<file path="src/rtl/rqnt_pkg.sv">
`default_nettype none

package rqnt_pkg;

  // lane count of one group
  localparam int unsigned NUM_LANES = 4;

  // configuration register indexes
  localparam int unsigned CFG_IDX_W = 3;
  localparam logic [CFG_IDX_W-1:0] CFG_SCALE      = 3'd0;
  localparam logic [CFG_IDX_W-1:0] CFG_ZERO_POINT = 3'd1;
  localparam logic [CFG_IDX_W-1:0] CFG_OUT_MIN    = 3'd2;
  localparam logic [CFG_IDX_W-1:0] CFG_OUT_MAX    = 3'd3;

  localparam int unsigned CFG_DATA_W = 30;

  // scale limits and float layout
  localparam logic [CFG_DATA_W-1:0] SCALE_LO = 30'h2F80_0000;
  localparam logic [CFG_DATA_W-1:0] SCALE_HI = 30'h3F7F_FFFF;
  localparam int unsigned MANT_BITS  = 23;
  localparam int unsigned MULT_W     = MANT_BITS + 1;
  localparam int unsigned SHIFT_W    = 6;
  localparam logic [7:0]  SHIFT_BASE = 8'd150;

  // reset values (scale 0.5)
  localparam logic [MULT_W-1:0]  MULT_RST     = 24'h80_0000;
  localparam logic [SHIFT_W-1:0] SHIFT_RST    = 6'd24;
  localparam logic [7:0]         ZP_RST       = 8'd0;
  localparam logic [7:0]         OUT_MIN_RST  = 8'd0;
  localparam logic [7:0]         OUT_MAX_RST  = 8'd255;

  // request payloads
  typedef struct packed {
    logic signed [31:0] acc_lane0;
    logic signed [31:0] acc_lane1;
    logic signed [31:0] acc_lane2;
    logic signed [31:0] acc_lane3;
    logic               in_last;
  } rqnt_in_t;

  typedef struct packed {
    logic [7:0] q_lane0;
    logic [7:0] q_lane1;
    logic [7:0] q_lane2;
    logic [7:0] q_lane3;
    logic       out_last;
  } rqnt_out_t;

  // derived settings shared by all lanes
  typedef struct packed {
    logic [MULT_W-1:0]  mult;
    logic [SHIFT_W-1:0] shift;
    logic signed [9:0]  lo;
    logic signed [9:0]  hi;
    logic [7:0]         zp;
  } rqnt_cfg_t;

endpackage

`default_nettype wire

</file>
<file path="src/rtl/rqnt_lane.sv">
`default_nettype none

module rqnt_lane (
  input  wire logic signed [31:0]   acc,
  input  wire rqnt_pkg::rqnt_cfg_t  cfg_i,
  output logic [7:0]                q
);
  import rqnt_pkg::*;

  logic signed [24:0] mult_s;
  logic signed [56:0] prod;
  logic signed [56:0] half;
  logic signed [56:0] neg;
  logic signed [56:0] biased;
  logic signed [56:0] shifted;
  logic signed [33:0] r;
  logic signed [33:0] lo_x;
  logic signed [33:0] hi_x;
  logic signed [33:0] t_lo;
  logic signed [33:0] t_hi;

  // product, round toward nearest with ties away from zero
  always_comb begin
    mult_s  = $signed({1'b0, cfg_i.mult});
    prod    = 57'(acc) * 57'(mult_s);
    half    = 57'sd1 <<< (cfg_i.shift - 6'd1);
    neg     = $signed({56'd0, acc[31]});
    biased  = prod - neg + half;
    shifted = biased >>> cfg_i.shift;
    r       = shifted[33:0];
  end

  // clamp, upper bound wins, then add zero point
  always_comb begin
    lo_x = 34'(cfg_i.lo);
    hi_x = 34'(cfg_i.hi);
    t_lo = (r < lo_x) ? lo_x : r;
    t_hi = (t_lo > hi_x) ? hi_x : t_lo;
    q    = t_hi[7:0] + cfg_i.zp;
  end

endmodule

`default_nettype wire

</file>
<file path="config.mk">
export PLATFORM = sky130hd
export DESIGN_NAME = rqnt_lane
export DESIGN_NICKNAME = d
export VERILOG_FILES = /design/src/rtl/rqnt_pkg.sv /design/src/rtl/rqnt_lane.sv
export SDC_FILE = /design/constraint.sdc
export NUM_CORES = 2
export LEC_CHECK = 0
export BUFFER_PORTS_ARGS = -buffer_cell sky130_fd_sc_hd__buf_2
export CAP_MARGIN = 20
export CORE_MARGIN = 2
export CORE_UTILIZATION = 45
export DETAILED_ROUTE_END_ITERATION = 10
export GPL_ROUTABILITY_DRIVEN = 1
export GPL_TIMING_DRIVEN = 0
export PLACE_DENSITY_LB_ADDON = 0.05
export SLEW_MARGIN = 10
export SYNTH_ARGS = -nofsm -noshare
export SYNTH_HDL_FRONTEND = slang
export SYNTH_SLANG_ARGS = --single-unit
</file>
<file path="constraint.sdc">
create_clock -name vclk -period 62
set_clock_uncertainty 0.15 [all_clocks]
set_input_delay 12.4 -clock vclk [all_inputs]
set_output_delay 12.4 -clock vclk [all_outputs]
set_load 0.02 [all_outputs]
</file>
==> results.yml <==
timing:
  setup_violations: 0
  worst_pin_slew_ps: 1260
  min_period_ps: 45120
  slew_violations: 0
  hold_viol: 0
  rsz0062_at_grt: "no"
  fin_crit_sh_pct: 72.8
  slew_headroom_pct: 16.2
  fmax_mhz: 22.2
  holdWs_ps: 25000
  fin_setup_tns_ps: 0
  finalWorstSetupSlack_ps: 16880
yosys:
  syn_area_sq_um: 37900
  synth_compound_area_share_pct: 11.1
  synth_mux_area_share_pct: 3.36
  syn-num-nets: 5530
  synthSimpleGateAreaFrac_pct: 18.4
  synth_top_family_by_area: "adder cells"
  avgSynthCellArea_sq_um: 8.76
  synth_xor_area_share_pct: 1.76
  ys_warn_count: 0
  synth_cells: 4324
  synth.distinct_cells: 99
  synthAdderAreaFrac_pct: 55.0
  yosysSeqAreaShare_pct: 0
clock_tree:
  cts_resized: 0
  cts_hold_repair.buffers: 0
  postCtsSetupBuffers: 0
floorplanning:
  rows: 106
  start_util_pct: 45.3
  die_x_um: 294
  io_pins: 98
  die-area_sq_um: 86500
  die_h_um: 294
  coreArea_sq_um: 83600
global_routing:
  grt_pass1_wl_um: 220000
  antenna_found_initial: 6
  grt_max_degree: 27
  first_global_vias: 33200
  overflow: 0
  grt_usage_pct: 34.5
setup_path:
  critPathKind: "in -> out"
  cp_data_required_time_ps: 49450
  cpPeakStageDelay_ps: 920
  critPathSlowestCell: "a311oi_1"
  critPathLaunchType: "input port"
  cp_data_arrival_time_ps: 32570
  critPathCapture: "q[7]"
  cp-startpoint: "cfg_i[29]"
  critPathMaxFanout: 10
  crit_top_cell: "a21o_1"
  endpoint_kind: "output pin"
final_layout:
  layout-drive-gt1-share_pct: 5.09
  regArea_sq_um: 0
  clock_buffers: 0
  design.seq.count: 0
  fin_area_sq_um: 39800
  fin_nets: 5625
  synthToLayoutAreaGrowth_pct: 4.97
route:
  via_per_inst: 5.78
  drt-pass1-iter-count: 5
  drcViolationCount: 0
  final_antenna_net_count: 0
  drtIter0Drc: 2390
  via_count: 31800
  drt-total-wl_um: 147000
  wl_per_cell_um: 26.7
placed_design:
  gp_congestion: 1.02
  dp_slack_ps: 17180
  numPortBuffers: 88
  postPlaceCellArea_sq_um: 39700
  dp_hpwl_um: 129000
status:
  status: "finished, final reports clean"
worst_hold_path:
  hold_class: "in -> out"
job:
  drv_cap: 0
-- synthesized netlist by cell type, types with 13 or more instances --
library cell	n	area share (%)
buf_2	23	0.30
nand2_1	505	5.0
o21ai_1	15	0.20
o211ai_1	30	0.59
a21oi_1	153	2.0
inv_1	765	7.6
o221ai_1	13	0.30
clkbuf_1	214	2.1
mux2_2	27	0.80
a211oi_1	38	0.75
nand4_1	35	0.58
xor2_1	25	0.58
nand3_1	31	0.41
and2_1	475	7.8
o21ai_0	79	1.0
mux2i_1	33	0.87
nor2_1	205	2.0
nor3_1	40	0.53
buf_1	18	0.18
a21o_1	77	1.5
fa_1	917	48
nor4_1	17	0.28
and3_1	22	0.36
a31oi_1	29	0.48
ha_1	199	6.6
o21a_1	19	0.38
xnor2_1	51	1.2
mux4_2	26	1.5
-- worst max-delay path, delay by kind of cell --
family                   cells  cell delay [ps]
XOR/XNOR                     3              570
adder cells (fa/ha/maj)     10             4300
AO/OA/AOI/OAI               29             6740
buffers and inverters       14             4930
AND/OR/NAND/NOR             11             3170
multiplexers                 1              410
-- worst min path at each step --
| stage | startpoint | endpoint | slack [ps] | cells past startpoint |
|---|---|---|---|---|
| after detailed placement | cfg_i[0] | q[0] | 24990 | 3 |
| after global placement | cfg_i[0] | q[0] | 24990 | 3 |
| after floorplan | cfg_i[0] | q[0] | 24860 | 1 |
| after global routing | cfg_i[0] | q[0] | 25010 | 3 |
| after CTS | cfg_i[0] | q[0] | 25000 | 3 |
| final | cfg_i[0] | q[0] | 25000 | 3 |
-- metrics by stage --
stage          utilization, %  std cells
2_1_floorplan               -       4324
3_3_place_gp             47.5       5492
3_5_place_dp             47.5       5493
4_1_cts                  47.5       5493
5_1_grt                  47.6       5497
6_report                 47.6       5498
-- cells by family after synthesis --
group,count (synthesis)
simple gates,1402
xor+xnor,76
fa+ha+maj,1116
buf+inv,1027
mux,90
compound gates,613
-- final cells by class --
| class | count | area, sq um |
|---|---|---|
| plain buffers | 259 | 1020 |
| diodes | 1 | 2.50 |
| well taps | 1080 | 1350 |
| fillers | 8493 | 43800 |
| multi-input cells | 3297 | 34000 |
| repair buffers | 93 | 524 |
| inverters | 768 | 2880 |
-- cells in the final DEF, fill, tap and decap left out, drive strengths merged, types with 30 or more instances in the layout --
| cell type | count |
|---|---|
| fa | 917 |
| o21ai | 96 |
| and2 | 478 |
| buf | 138 |
| mux2 | 31 |
| a21o | 78 |
| xnor2 | 51 |
| nor2 | 207 |
| nor3 | 40 |
| mux2i | 33 |
| a21oi | 160 |
| o211ai | 31 |
| a31oi | 30 |
| nand3 | 31 |
| clkbuf | 214 |
| nand4 | 36 |
| ha | 199 |
| inv | 766 |
| nand2 | 506 |
| a211oi | 42 |
-- per-layer routing --
| metal | GRT usage [%] | up-vias | part of all wire, % | routed length (um) |
|---|---|---|---|---|
| met5 | 0 | - | 0.018 | 27 |
| met4 | 11.1 | 4 | 4.0 | 5820 |
| met3 | 4.54 | 251 | 6.9 | 10200 |
| met2 | 57.1 | 1262 | 47 | 69300 |
| met1 | 47.0 | 16500 | 42 | 61500 |
| li1 | - | 13700 | - | - |
