[src/rtl/rqnt_pkg.sv]
`default_nettype none

package rqnt_pkg;

  // lane count of one group
  localparam int unsigned NUM_LANES = 4;

  // configuration register indexes
  localparam int unsigned CFG_IDX_W = 3;
  localparam logic [CFG_IDX_W-1:0] CFG_SCALE      = 3'd0;
  localparam logic [CFG_IDX_W-1:0] CFG_ZERO_POINT = 3'd1;
  localparam logic [CFG_IDX_W-1:0] CFG_OUT_MIN    = 3'd2;
  localparam logic [CFG_IDX_W-1:0] CFG_OUT_MAX    = 3'd3;

  localparam int unsigned CFG_DATA_W = 30;

  // scale limits and float layout
  localparam logic [CFG_DATA_W-1:0] SCALE_LO = 30'h2F80_0000;
  localparam logic [CFG_DATA_W-1:0] SCALE_HI = 30'h3F7F_FFFF;
  localparam int unsigned MANT_BITS  = 23;
  localparam int unsigned MULT_W     = MANT_BITS + 1;
  localparam int unsigned SHIFT_W    = 6;
  localparam logic [7:0]  SHIFT_BASE = 8'd150;

  // reset values (scale 0.5)
  localparam logic [MULT_W-1:0]  MULT_RST     = 24'h80_0000;
  localparam logic [SHIFT_W-1:0] SHIFT_RST    = 6'd24;
  localparam logic [7:0]         ZP_RST       = 8'd0;
  localparam logic [7:0]         OUT_MIN_RST  = 8'd0;
  localparam logic [7:0]         OUT_MAX_RST  = 8'd255;

  // request payloads
  typedef struct packed {
    logic signed [31:0] acc_lane0;
    logic signed [31:0] acc_lane1;
    logic signed [31:0] acc_lane2;
    logic signed [31:0] acc_lane3;
    logic               in_last;
  } rqnt_in_t;

  typedef struct packed {
    logic [7:0] q_lane0;
    logic [7:0] q_lane1;
    logic [7:0] q_lane2;
    logic [7:0] q_lane3;
    logic       out_last;
  } rqnt_out_t;

  // derived settings shared by all lanes
  typedef struct packed {
    logic [MULT_W-1:0]  mult;
    logic [SHIFT_W-1:0] shift;
    logic signed [9:0]  lo;
    logic signed [9:0]  hi;
    logic [7:0]         zp;
  } rqnt_cfg_t;

endpackage

`default_nettype wire

[src/rtl/rqnt_cfg.sv]
`default_nettype none

module rqnt_cfg (
  input  wire logic                              clk,
  input  wire logic                              rst_n,
  input  wire logic                              cfg_we,
  input  wire logic [rqnt_pkg::CFG_IDX_W-1:0]    cfg_index,
  input  wire logic [rqnt_pkg::CFG_DATA_W-1:0]   cfg_wdata,
  output rqnt_pkg::rqnt_cfg_t                    cfg_o
);
  import rqnt_pkg::*;

  logic [MULT_W-1:0]     mult_r, mult_nxt;
  logic [SHIFT_W-1:0]    shift_r, shift_nxt;
  logic [7:0]            zp_r, zp_nxt;
  logic [7:0]            min_r, min_nxt;
  logic [7:0]            max_r, max_nxt;
  logic [CFG_DATA_W-1:0] scale_clamped;
  logic [7:0]            shift_full;

  // clamp scale into range and split into multiplier and shift
  always_comb begin
    scale_clamped = cfg_wdata;
    if (scale_clamped < SCALE_LO) begin
      scale_clamped = SCALE_LO;
    end
    if (scale_clamped > SCALE_HI) begin
      scale_clamped = SCALE_HI;
    end
    shift_full = SHIFT_BASE - {1'b0, scale_clamped[CFG_DATA_W-1:MANT_BITS]};
  end

  // register write decode
  always_comb begin
    mult_nxt  = mult_r;
    shift_nxt = shift_r;
    zp_nxt    = zp_r;
    min_nxt   = min_r;
    max_nxt   = max_r;
    if (cfg_we) begin
      unique case (cfg_index)
        CFG_SCALE: begin
          mult_nxt  = {1'b1, scale_clamped[MANT_BITS-1:0]};
          shift_nxt = shift_full[SHIFT_W-1:0];
        end
        CFG_ZERO_POINT: zp_nxt  = cfg_wdata[7:0];
        CFG_OUT_MIN:    min_nxt = cfg_wdata[7:0];
        CFG_OUT_MAX:    max_nxt = cfg_wdata[7:0];
        default: begin
        end
      endcase
    end
  end

  always_ff @(posedge clk) begin
    if (!rst_n) begin
      mult_r  <= MULT_RST;
      shift_r <= SHIFT_RST;
      zp_r    <= ZP_RST;
      min_r   <= OUT_MIN_RST;
      max_r   <= OUT_MAX_RST;
    end else begin
      mult_r  <= mult_nxt;
      shift_r <= shift_nxt;
      zp_r    <= zp_nxt;
      min_r   <= min_nxt;
      max_r   <= max_nxt;
    end
  end

  // clamp bounds relative to zero point
  always_comb begin
    cfg_o.mult  = mult_r;
    cfg_o.shift = shift_r;
    cfg_o.lo    = $signed({2'b00, min_r}) - $signed({2'b00, zp_r});
    cfg_o.hi    = $signed({2'b00, max_r}) - $signed({2'b00, zp_r});
    cfg_o.zp    = zp_r;
  end

endmodule

`default_nettype wire

[config.mk]
export PLATFORM = sky130hd
export DESIGN_NAME = rqnt_cfg
export DESIGN_NICKNAME = d
export VERILOG_FILES = /design/src/rtl/rqnt_pkg.sv /design/src/rtl/rqnt_cfg.sv
export SDC_FILE = /design/constraint.sdc
export NUM_CORES = 1
export LEC_CHECK = 0
export BUFFER_PORTS_ARGS = -buffer_cell sky130_fd_sc_hd__buf_2
export CORE_ASPECT_RATIO = 0.5
export CORE_MARGIN = 1.5
export CORE_UTILIZATION = 52
export DETAILED_ROUTE_END_ITERATION = 8
export GPL_ROUTABILITY_DRIVEN = 0
export PLACE_DENSITY = 0.81
export SLEW_MARGIN = 20
export SYNTH_ARGS = -nofsm -noshare
export SYNTH_HDL_FRONTEND = slang
export SYNTH_SLANG_ARGS = --single-unit
[constraint.sdc]
create_clock -name clk -period 3.5 [get_ports clk]
set_clock_uncertainty 0.2 [all_clocks]
set_input_delay 0.35 -clock clk [delete_from_list [all_inputs] [get_ports clk]]
set_output_delay 0.35 -clock clk [all_outputs]
set_load 0.01 [all_outputs]
==> out/results.txt, run 1 <==
The worst setup path is launched from a register. The number of clock buffers added by TritonCTS is 5. The cell total after placement came out at 486. TritonCTS built the clock tree.

The final critical delay including setup and external delays is 2.80 ns. The critical setup path kind was register to output port. The count of nets left with antenna violations once routing finished came out at 0. STA puts the critical path data arrival time at 2.25 ns. The worst hold path begins at cfg_wdata[27]. The layout cell share with drive strength beyond 1 is 0.278, and the total power per unit cell area is 390 nW/µm². For the pin with the worst max-slew slack, the measured transition is 0.891 ns. In this run the vertical extent of the chip is 56.3 µm. The first detailed-routing pass took 4 iterations. The I/O pin count was 94.

Floorplan row count: 19. The relative area change from synthesis to final layout is 21.1%. For the worst setup path, the data required time is 2.95 ns.

The clock drives 53 sinks. The fraction of the cycle the final worst path needs is 0.800. Entering global routing, the biggest net connects 33 pins. In this run, synthesis produced a sequential element count of 53. Setup total negative slack on the finished layout was measured at 0 ns. Post-detailed-route wirelength per cell: 14.0 µm. The number of buffers added on ports was 92; the number of endpoints with negative hold slack in the final report was 0. Derived from the worst setup path, the maximum achievable clock frequency is 357 MHz. The setup slack of the worst register-to-register path was 2.57 ns; the number of distinct standard cells referenced by the synthesized netlist was 45.

In this run, post-CTS hold repair placed 0 buffers. The tools report the nature of the critical path endpoint as an output port. Traced cell by cell, the critical path runs through inv_1 -> ha_1 -> nor2b_1 -> o31a_1 -> or4b_1 -> nand3_1 -> buf_2. The final layout net count is 475, and the total via count in the routed design is 2698.

The library cells used most frequently in the layout, excluding fill and tap cells, are 92 x buf_2, 68 x nand2_1, 53 x dfxtp_1, 19 x inv_1. The run gives 1.67 nW as the leakage power total. The root buffer selected by CTS is clkbuf_16.

The worst register-to-register path ends at shift_r[4]. The path with the worst hold slack has its endpoint at shift_r[5]. Setup repair after global routing left no endpoint under its margin. The run gives 1.39 mW as the final total power.

For the die area, the log shows 6170 µm². In this run the worst hold path is classified as input pin to register. In this run the post-CTS setup repair buffer count came out at 0. The effective utilization at floorplan is 0.540. The synthesized netlist occupies a cell area of 2950 µm².

The clock edge transition at the registers on the reported setup and hold paths came out at 0.07 ns. After clock tree synthesis, the repair step resized 0 gates. The average instance in the mapped netlist occupies 8.74 µm². In this run the critical register-to-register path is launched from shift_r[4]. Counting every instance in the synthesized netlist gives 338. Detailed placement ended at an HPWL of 5.21 mm. The worst-path maximum fanout is 5, and the share of synthesized area occupied by flip-flops and latches is 0.359.

The clock passes through at most 2 buffers. The depth of the worst register-to-register path was 2. The run gives 5470 µm² as the core footprint. The tools report the combined global-route utilization of all metal layers as 0.232. The largest single stage delay on the critical path is 0.49 ns. The total overflow left after global routing is 0. The number of levels in the clock H-tree was 2; the total number of yosys warnings was 0. For this run, the leading register cell type out of synthesis is dfxtp_1. Worst slack after detailed placement: 0.993 ns. The wire length of the first global-routing pass is 11.3 mm, and the async set-or-reset flop fraction in the synthesized netlist is 0.

The worst-case IR drop observed on VDD is 247 µV. The worst path meets setup with 0.700 ns of slack. The floorplan die width came out at 110 µm.

The library cell used most frequently in the layout, excluding fill and tap cells, is buf_2. Dividing the detail-routed via count by the number of cells gives 5.46. The worst hold path was traced through 2 stages.

The via count of the first global-routing pass is 2454, and the count of pins over their slew limit is 0. For the number of maximum-capacitance violations, the log shows 0. Worst slew margin relative to its limit: 0.406. The number of standard cells in the final layout excluding fillers is 494, and the total nets after synthesis is 393. The flow ran to the end, and the final reports show no timing, DRC or antenna violations.

The number of antenna violations at the first check in global routing was 0. The first routing iteration left 135 violations. Number of antenna repair diodes: 0.

The cell type of the slowest stage on the worst timing path is or4b_1. For this run, design rule violations remaining after detail routing come to 0. The later pin in the worst-skew pair is clocked with a latency of 0.28 ns. Counting flops with a built-in enable in the synthesized netlist gives 0. Setup violations remaining at the end of the flow were counted as 0. After detailed routing, the total wire length is 6.94 mm.
## routing by layer
layer  vias up  global-route usage  share of wire
li1       1353                   -              -
met1      1261               0.311           0.46
met2        72               0.385           0.49
met3        12              0.0360          0.041
met4         0              0.0686          0.016
met5         -                   0              0
## flip-flops by register name (all words and copies together), names as in the netlist
register	flops
max_r	8
zp_r	8
mult_r	23
shift_r	6
min_r	8
## how the worst max path moves through the flow
stage                       start   endpoint  depth (start not counted)
final                     zp_r[1]  cfg_o[13]                          7
after global routing      zp_r[1]  cfg_o[23]                          7
after CTS                 zp_r[1]  cfg_o[23]                          7
after detailed placement  zp_r[1]  cfg_o[23]                          7
after global placement    zp_r[1]  cfg_o[23]                          7
after floorplan           zp_r[1]  cfg_o[23]                          6
## critical path: cells and delay by family (launching register included)
family / cells / cell delay [ns]
buffers and inverters: 2 / 0.22
DFF: 1 / 0.46
AOI/OAI and AO/OA: 1 / 0.28
and+or+nand+nor: 3 / 0.71
adders and majority gates: 1 / 0.29
## layout make-up
| class | count | area, µm² |
|---|---|---|
| Fill cell | 457 | 1890 |
| Multi-Input combinational cell | 247 | 1700 |
| Sequential cell | 53 | 1060 |
| Timing Repair Buffer | 94 | 475 |
| Clock buffer | 7 | 143 |
| Tap cell | 73 | 91.3 |
| Inverter | 19 | 71.3 |
| Clock inverter | 1 | 30.0 |
## kinds of logic after synthesis
| family | after synthesis | synth area share |
|---|---|---|
| adder cells (fa/ha/maj) | 34 | 0.139 |
| other | 1 | 0.00127 |
| buffers and inverters | 38 | 0.0640 |
| AO/OA/AOI/OAI | 86 | 0.215 |
| XOR/XNOR | 6 | 0.0178 |
| flip-flops | 53 | 0.359 |
| multiplexers | 2 | 0.00678 |
| AND/OR/NAND/NOR | 118 | 0.197 |
## metrics by stage
stage / hold WS, ns / area, µm² / util
after floorplan: 0.235 / 2950 / -
after global placement: 0.244 / 3400 / 0.622
after detailed placement: 0.256 / 3400 / 0.622
after CTS: 0.0986 / 3570 / 0.654
after global routing: 0.107 / 3570 / 0.654
final: 0.106 / 3570 / 0.654
## power breakdown
part / leakage, nW / internal (mW) / switching [mW]
combinational: 1.15 / 0.0932 / 0.119
sequential: 0.429 / 0.614 / 0.00783
clock: 0.0841 / 0.357 / 0.201
total: 1.67 / 1.06 / 0.328
## synthesized netlist by cell type (3+ instances only)
library cell	number	area [µm²]
o21a_1	4	30.0
nor2b_1	8	50.1
clkbuf_1	10	37.5
o211ai_2	5	62.6
nand3_1	11	55.1
o21ai_0	9	45.0
o21ai_1	4	20.0
or2_1	3	18.8
buf_4	5	37.5
xnor2_1	4	35.0
a21oi_1	9	45.0
inv_1	19	71.3
a31oi_1	4	25.0
o22ai_1	5	31.3
o31a_1	4	35.0
dfxtp_1	53	1060
o211ai_1	5	37.5
ha_1	17	213
nor2_1	12	45.0
a22o_1	15	131
nand2_1	68	255
maj3_1	8	80.1
a21boi_1	17	128
maj3_2	7	78.8
nand3b_1	3	22.5
No activity file was read; power rests on OpenSTA's default activity.
==> inputs of run 2 (changes only) <==
--- a/config.mk
+++ b/config.mk
@@ -5,13 +5,14 @@
 export SDC_FILE = /design/constraint.sdc
 export NUM_CORES = 1
 export LEC_CHECK = 0
+export ABC_AREA = 1
 export BUFFER_PORTS_ARGS = -buffer_cell sky130_fd_sc_hd__buf_2
 export CORE_ASPECT_RATIO = 0.5
 export CORE_MARGIN = 1.5
-export CORE_UTILIZATION = 52
+export CORE_UTILIZATION = 51
 export DETAILED_ROUTE_END_ITERATION = 8
 export GPL_ROUTABILITY_DRIVEN = 0
-export PLACE_DENSITY = 0.81
+export PLACE_DENSITY = 0.8
 export SLEW_MARGIN = 20
 export SYNTH_ARGS = -nofsm -noshare
 export SYNTH_HDL_FRONTEND = slang
==> constraint.sdc (replaced) <==
create_clock -name clk -period 2.7 [get_ports clk]
set_clock_uncertainty 0.2 [all_clocks]
set_input_delay 0.27 -clock clk [delete_from_list [all_inputs] [get_ports clk]]
set_output_delay 0.27 -clock clk [all_outputs]
set_load 0.01 [all_outputs]
==> out/results.txt, run 2 <==
The startpoint identified for the worst register-to-register timing path is zp_r[1]. The die area was 6280 µm². The layout cell share with drive strength beyond 1 works out to 0.295.

The summed area of non-filler cells in the final layout was 3550 µm². The tools report the clock network latency to the later pin of the worst-skew pair as 0.28 ns. In this design, the largest share of critical-path delay is due to adder cells.

Final design utilization: 0.641. Counting flops with a built-in enable in the synthesized netlist gives 0. The worst-case IR drop observed on VDD is 356 µV. The clock passes through at most 2 buffers. Number of distinct standard cells referenced by the synthesized netlist: 35.

The tools report the number of antenna violations at the first check in global routing as 0. The async set-or-reset flop fraction in the synthesized netlist is 0. The type of the tightest min-delay check is input pin to register.

Detail-routed via count per cell: 5.07. Most common cell in the synthesized netlist: nand2_1. Buffers placed on the I/O ports in this run total 92. The run gives 0.203 as the share of power burned in combinational logic. The worst setup path is captured at an output port. The relative area change from synthesis to final layout came out at 20.2%.

The sink count of the clock tree came out at 53. The via count of the first global-routing pass was 2432; the total via count in the routed design was 2729. The number of iterations in the first detailed-routing pass came out at 4. The library cells used most frequently in the layout, excluding fill and tap cells, are 92 x buf_2, 55 x nand2_1, 53 x dfxtp_1, 47 x inv_1, 44 x o21ai_0. Cell total after placement: 530. The number of standard cells in the final layout excluding fillers is 538, and the total nets after synthesis is 435.

Count of pins over their slew limit: 0. The tools report the part of the power in the clock network as 0.341. By count the netlist is led by 55 x nand2_1, 53 x dfxtp_1, 47 x inv_1, 44 x o21ai_0, 31 x a21oi_1. Along the worst path, the maximum fanout reaches 4.

After floorplanning, the core was divided into 19 placement rows. The final total power was 1.81 mW. The cell type of the slowest stage on the worst timing path is fa_1. The register with the most flip-flops is mult_r. Timing analysis after detailed placement gives a worst setup slack of 0.661 ns. The run gives 0 as the post-CTS repair timing setup buffer count.

The run gives 0 as the number of hold buffers added after cts. In this run, CTS created clock tree buffers numbering 5. TritonCTS built the clock tree. For the number of levels in the clock H-tree, the log shows 2. After synthesis, the cell types taking the most area are dfxtp_1 36%, o21ai_0 7.5%, ha_1 7.2%. The startpoint identified for the worst hold timing path is cfg_wdata[18]. The number of resized instances in the post-cts repair step is 0, and the post-detailed-route wirelength per cell is 12.4 µm.

The instance area after placement was 3410 µm²; the fraction of the cycle the final worst path needs was 0.866. Traced cell by cell, the critical path runs through ha_1 -> fa_1 -> inv_1 -> nand4_1 -> o211ai_1 -> xor2_1 -> buf_2. For the worst setup slack after layout, the log shows 0.361 ns. Counting both buffers and inverters, the worst setup path holds a total of 2. The total power per unit cell area is 509 nW/µm², and the fraction of synthesized cell area taken by the top area cell type is 0.359. The final layout net count was 519; the internal power was 1.30 mW.

The tools report the share of synthesized area occupied by flip-flops and latches as 0.359. The tools report the startpoint of the most critical setup path as zp_r[0]. At the worst endpoint, the required time is 2.23 ns. The worst setup path is launched from a register. Summed over all cells, the static leakage comes to 1.73 nW. Setup repair after global routing left no endpoint under its margin.

The detailed-route DRC error count was 0; the initial detailed-routing violation count was 119. The tools report the pin count of the biggest net entering global routing as 37. On the worst path, the slowest cell contributes a delay of 0.42 ns. The final layout contains routed wiring with a total length of 6.68 mm.

The total setup violations reported at the end of the flow was 0; the final critical delay including setup and external delays was 2.34 ns. The worst slew margin relative to its limit was 0.632; the register bit count reported by yosys was 53. The fraction of power spent switching nets works out to 0.280.

The run gives 0.0314 ns as the worst-case hold slack. During I/O placement, the number of pins put on the boundary was 94. In this run the horizontal extent of the chip is 111 µm. Timing would allow up to 427 MHz. In this run the power spent charging and discharging nets is 0.506 mW. For the total congestion overflow after global routing, the log shows 0. The die span in y is 56.8 µm, and the residual antenna-violating net count after detailed routing is 0. The cell count after synthesis came out at 380. The logs give 11.3 mm for the wire length of the first global-routing pass and 0 for the number of maximum-capacitance violations.

Critical setup path kind: register to output port. The tools report the effective utilization at floorplan as 0.533. The commonest register cell after synthesis was dfxtp_1. The run finished with clean final reports.

The register with the most flip-flops in the layout has 23 of them. After routing, the total negative slack on setup checks comes to 0 ns. During synthesis, Yosys emitted a total of 0 warnings. The share of total power in sequential cells is 0.456.

The library cell used most frequently in the layout, excluding fill and tap cells, is buf_2. Detailed placement finished with a half-perimeter wire length of 5.02 mm. Clock-pin slew was measured on the worst setup and hold paths at 0.07 ns.

For the number of antenna repair diodes, the log shows 0. Averaged over all synthesized cells, the footprint is 7.77 µm². The run gives 1.87 ns as the data arrival time of the worst path. The floorplan step defined a core boundary enclosing 5540 µm². The area of the mapped netlist is 2950 µm². The synthesized design spends more area on one cell type than any other, namely dfxtp_1.

For the pin with the worst max-slew slack, the measured transition is 0.553 ns. For the combined global-route utilization of all metal layers, the log shows 0.217. The number of endpoints with negative hold slack in the final report came out at 0.

The root buffer selected by CTS was clkbuf_16. Counting the fill cells in the layout gives 514.
[run 2: cell count changes after synthesis, moves of 8 or more]
cell      before  now
a21boi_1      17    0
a21oi_1        9   31
a21oi_2        0   19
a22o_1        15    0
inv_1         19   47
maj3_1         8    0
nand2_1       68   55
nand2_2        0   11
nand3_1       11   22
nand4_1        0    8
nor2b_1        8    0
o21ai_0        9   44
[run 2: metal layers]
metal	global-route usage	vias to the layer above	share of wire	routed length, µm
li1	-	1429	-	-
met1	0.296	1231	0.51	3370
met2	0.367	64	0.45	3020
met3	0.0356	5	0.036	241
met4	0.0440	0	0.0067	45
met5	0	-	0	0
[run 2: worst paths after layout]
| kind | endpoint | slack [ns] | depth (start not counted) |
|---|---|---|---|
| worst min-delay path | mult_r[18] | 0.03 | 3 |
| worst max register to register | zp_r[1] | 1.76 | 2 |
| worst max-delay path | cfg_o[24] | 0.36 | 7 |
| worst min register to register | min_r[0] | 0.27 | 2 |
[run 2: layout make-up]
type,instances,area [µm²],share of cell area
timing repair buffer,94,488,0.138
multi-input combinational,261,1580,0.446
inverter,49,184,0.0518
clock inverter,1,7.51,0.00212
sequential,53,1060,0.299
clock buffer,7,133,0.0374
tap,73,91.3,0.0257
[run 2: worst min-delay path: stages]
cell	delay [ns]
buf_2	0.10
nand2_2	0.06
a21oi_2	0.04
[run 2: kinds of logic (layout without fill, tap and decap cells)]
kind of cell | after synthesis | in the layout | share of synthesized area
other cells | 1 | 1 | 0.00127
fa+ha+maj | 19 | 19 | 0.0856
buf+inv | 66 | 151 | 0.104
flops | 53 | 53 | 0.359
simple gates | 122 | 122 | 0.197
xor+xnor | 10 | 10 | 0.0297
compound gates | 109 | 109 | 0.223
[run 2: power groups by stage]
| stage | clock network, mW | registers [mW] | logic (mW) |
|---|---|---|---|
| floorplan | 0 | 0.848 | 0.238 |
| global placement | 0 | 0.841 | 0.363 |
| detailed placement | 0 | 0.841 | 0.368 |
| CTS | 0.624 | 0.824 | 0.370 |
| global route | 0.653 | 0.827 | 0.410 |
| finish | 0.616 | 0.824 | 0.368 |
==> inputs of run 3 (changes only) <==
--- a/config.mk
+++ b/config.mk
@@ -8,12 +8,12 @@
 export ABC_AREA = 1
 export BUFFER_PORTS_ARGS = -buffer_cell sky130_fd_sc_hd__buf_2
 export CORE_ASPECT_RATIO = 0.5
-export CORE_MARGIN = 1.5
+export CORE_MARGIN = 2
 export CORE_UTILIZATION = 51
 export DETAILED_ROUTE_END_ITERATION = 8
 export GPL_ROUTABILITY_DRIVEN = 0
 export PLACE_DENSITY = 0.8
-export SLEW_MARGIN = 20
+export SLEW_MARGIN = 25
 export SYNTH_ARGS = -nofsm -noshare
 export SYNTH_HDL_FRONTEND = slang
 export SYNTH_SLANG_ARGS = --single-unit
==> out/results.txt, run 3 (same netlist as run 2, synthesis figures left out) <==
The number of antenna violations at the first check in global routing is 0. The logs give 0 for the number of endpoints with negative hold slack in the final report and 5 for the total clock buffers created by CTS. Setup violations remaining at the end of the flow were counted as 0.

The worst setup slack after layout was 0.326 ns; the die area was 6450 µm². The final total power is 1.82 mW, and the depth of the worst register-to-register path is 2. The register with the most flip-flops was mult_r. The half-perimeter wire length after placement is 5.15 mm, and the flip-flop count of the largest register, all copies and words added is 23. The worst setup path is of the register to output port kind.

The number of cells on the worst hold path is 3, and the final wirelength is 6.84 mm. The detailed-route DRC error count was 0; the sink count of the clock tree was 53. Setup repair after global routing left no endpoint under its margin. The floorplan die width came out at 112 µm.

The layout cell share with drive strength beyond 1 works out to 0.297. Relative to the synthesized area, the layout overhead comes to 20.4%. The die span in y is 57.8 µm. Clock-pin slew was measured on the worst setup and hold paths at 0.07 ns. The fraction of the cycle the final worst path needs came out at 0.879.

At the placement stage, the worst setup path has a slack of 0.627 ns. For this run, the top clock speed supported by timing is 421 MHz. In the final routed layout, each cell accounts on average for 12.7 µm. The transition at the pin with the smallest max-transition slack was 0.571 ns; the initial detailed-routing violation count was 147. At the end of the flow, the number of nets in the layout was 519. The count of buffers added on input and output ports is 92. The worst slew margin relative to its limit was 0.620.

The tools report the summed negative setup slack over all endpoints as 0 ns. The floorplan has 19 rows. The run gives 0.533 as the effective utilization at floorplan.

The nature of the critical path endpoint is an output port. The tools report the number of levels in the clock H-tree as 2. The pin count of the biggest net entering global routing was 40; the detail-routed via count per cell was 5.12.

The run finished with clean final reports. Leaving out fill and tap cells, the most frequent cells in the layout are 92 x buf_2, 55 x nand2_1, 53 x dfxtp_1, 47 x inv_1, 44 x o21ai_0. For the via count of the first global-routing pass, the log shows 2543. The number of antenna diodes in the final layout is 0. On the final layout, the worst hold slack is 0.0267 ns. The logs give 2.23 ns for the required time of the critical path and 0 for the number of maximum-capacitance violations. After clock tree synthesis, the setup repair step added 0 buffers.

The worst setup path is launched from a register. The wire length of the first global-routing pass is 11.4 mm. TritonCTS built the clock tree. Root buffer selected by CTS: clkbuf_16.

During I/O placement, the number of pins put on the boundary was 94. The detail route stage leaves a number of antenna-violating nets equal to 0. Among all stages on the critical path, the largest delay is contributed by fa_1. The worst-path maximum fanout came out at 4. For this design the static power due to leakage is 1.74 nW. The clock tree buffer depth was 2. Type of the tightest min-delay check: input pin to register.

For the count of pins over their slew limit, the log shows 0. The signal on the critical path passes through ha_1 -> fa_1 -> inv_1 -> nand4_1 -> o211ai_1 -> xor2_1 -> buf_2. The number of gates resized after CTS was 0. For the data arrival time of the worst path, the log shows 1.90 ns. For the finished layout, the period the worst path requires is 2.37 ns. Summing over every cut layer, the via total after detailed routing is 2752. The final design utilization was 0.642; the stage delay of the slowest cell on the critical path was 0.44 ns. The combined global-route utilization of all metal layers is 0.215.

For this design the ratio of total power to cell area is 513 nW/µm². Global routing finished with a remaining overflow of 0. The first detailed-routing pass took 4 iterations.

The core footprint was 5540 µm²; the clock network latency to the later pin of the worst-skew pair was 0.28 ns. Leaving out fill and tap cells, the most frequent cell in the layout is buf_2. The maximum vdd drop came out at 390 µV. Number of hold buffers added after cts: 0.
==> run 3: metal layers <==
metal | up-vias | wire length (µm) | track usage
met1 | 1262 | 3340 | 0.294
met5 | - | 0 | 0
met2 | 62 | 3230 | 0.378
met3 | 4 | 247 | 0.0282
met4 | 0 | 26 | 0.0370
li1 | 1424 | - | -
==> run 3: cell type report <==
type,instances,area (µm²)
Fill cell,528,1980
Multi-Input combinational cell,261,1580
Sequential cell,53,1060
Timing Repair Buffer,94,488
Inverter,49,184
Clock buffer,6,139
Tap cell,73,91.3
Clock inverter,1,7.51
==> run 3: metrics by stage <==
stage / std cells / instance area (µm²)
finish: 537 / 3550
global route: 537 / 3550
CTS: 537 / 3550
detailed placement: 530 / 3410
global placement: 530 / 3410
floorplan: 380 / 2950
==> run 3: path summary, 6_finish.rpt <==
check | from | endpoint | slack [ns]
worst max-delay path | zp_r[0] | cfg_o[14] | 0.33
worst min-delay path | cfg_wdata[3] | max_r[3] | 0.03
worst max register to register | zp_r[1] | zp_r[1] | 1.75
worst min register to register | min_r[0] | min_r[0] | 0.27
==> run 3: power breakdown <==
group / internal [mW] / total [mW] / switching, mW
Sequential: 0.809 / 0.824 / 0.0146
Combinational: 0.148 / 0.370 / 0.222
Clock: 0.364 / 0.629 / 0.265
==> run 3: critical path, delay by kind of cell, from the launching register on <==
kind                       cells  cell delay [ns]
DFF                            1             0.34
AOI/OAI and AO/OA              1             0.11
buffers and inverters          2             0.24
and+or+nand+nor                1             0.09
adders and majority gates      2             0.68
xor gates and xnor gates       1             0.16
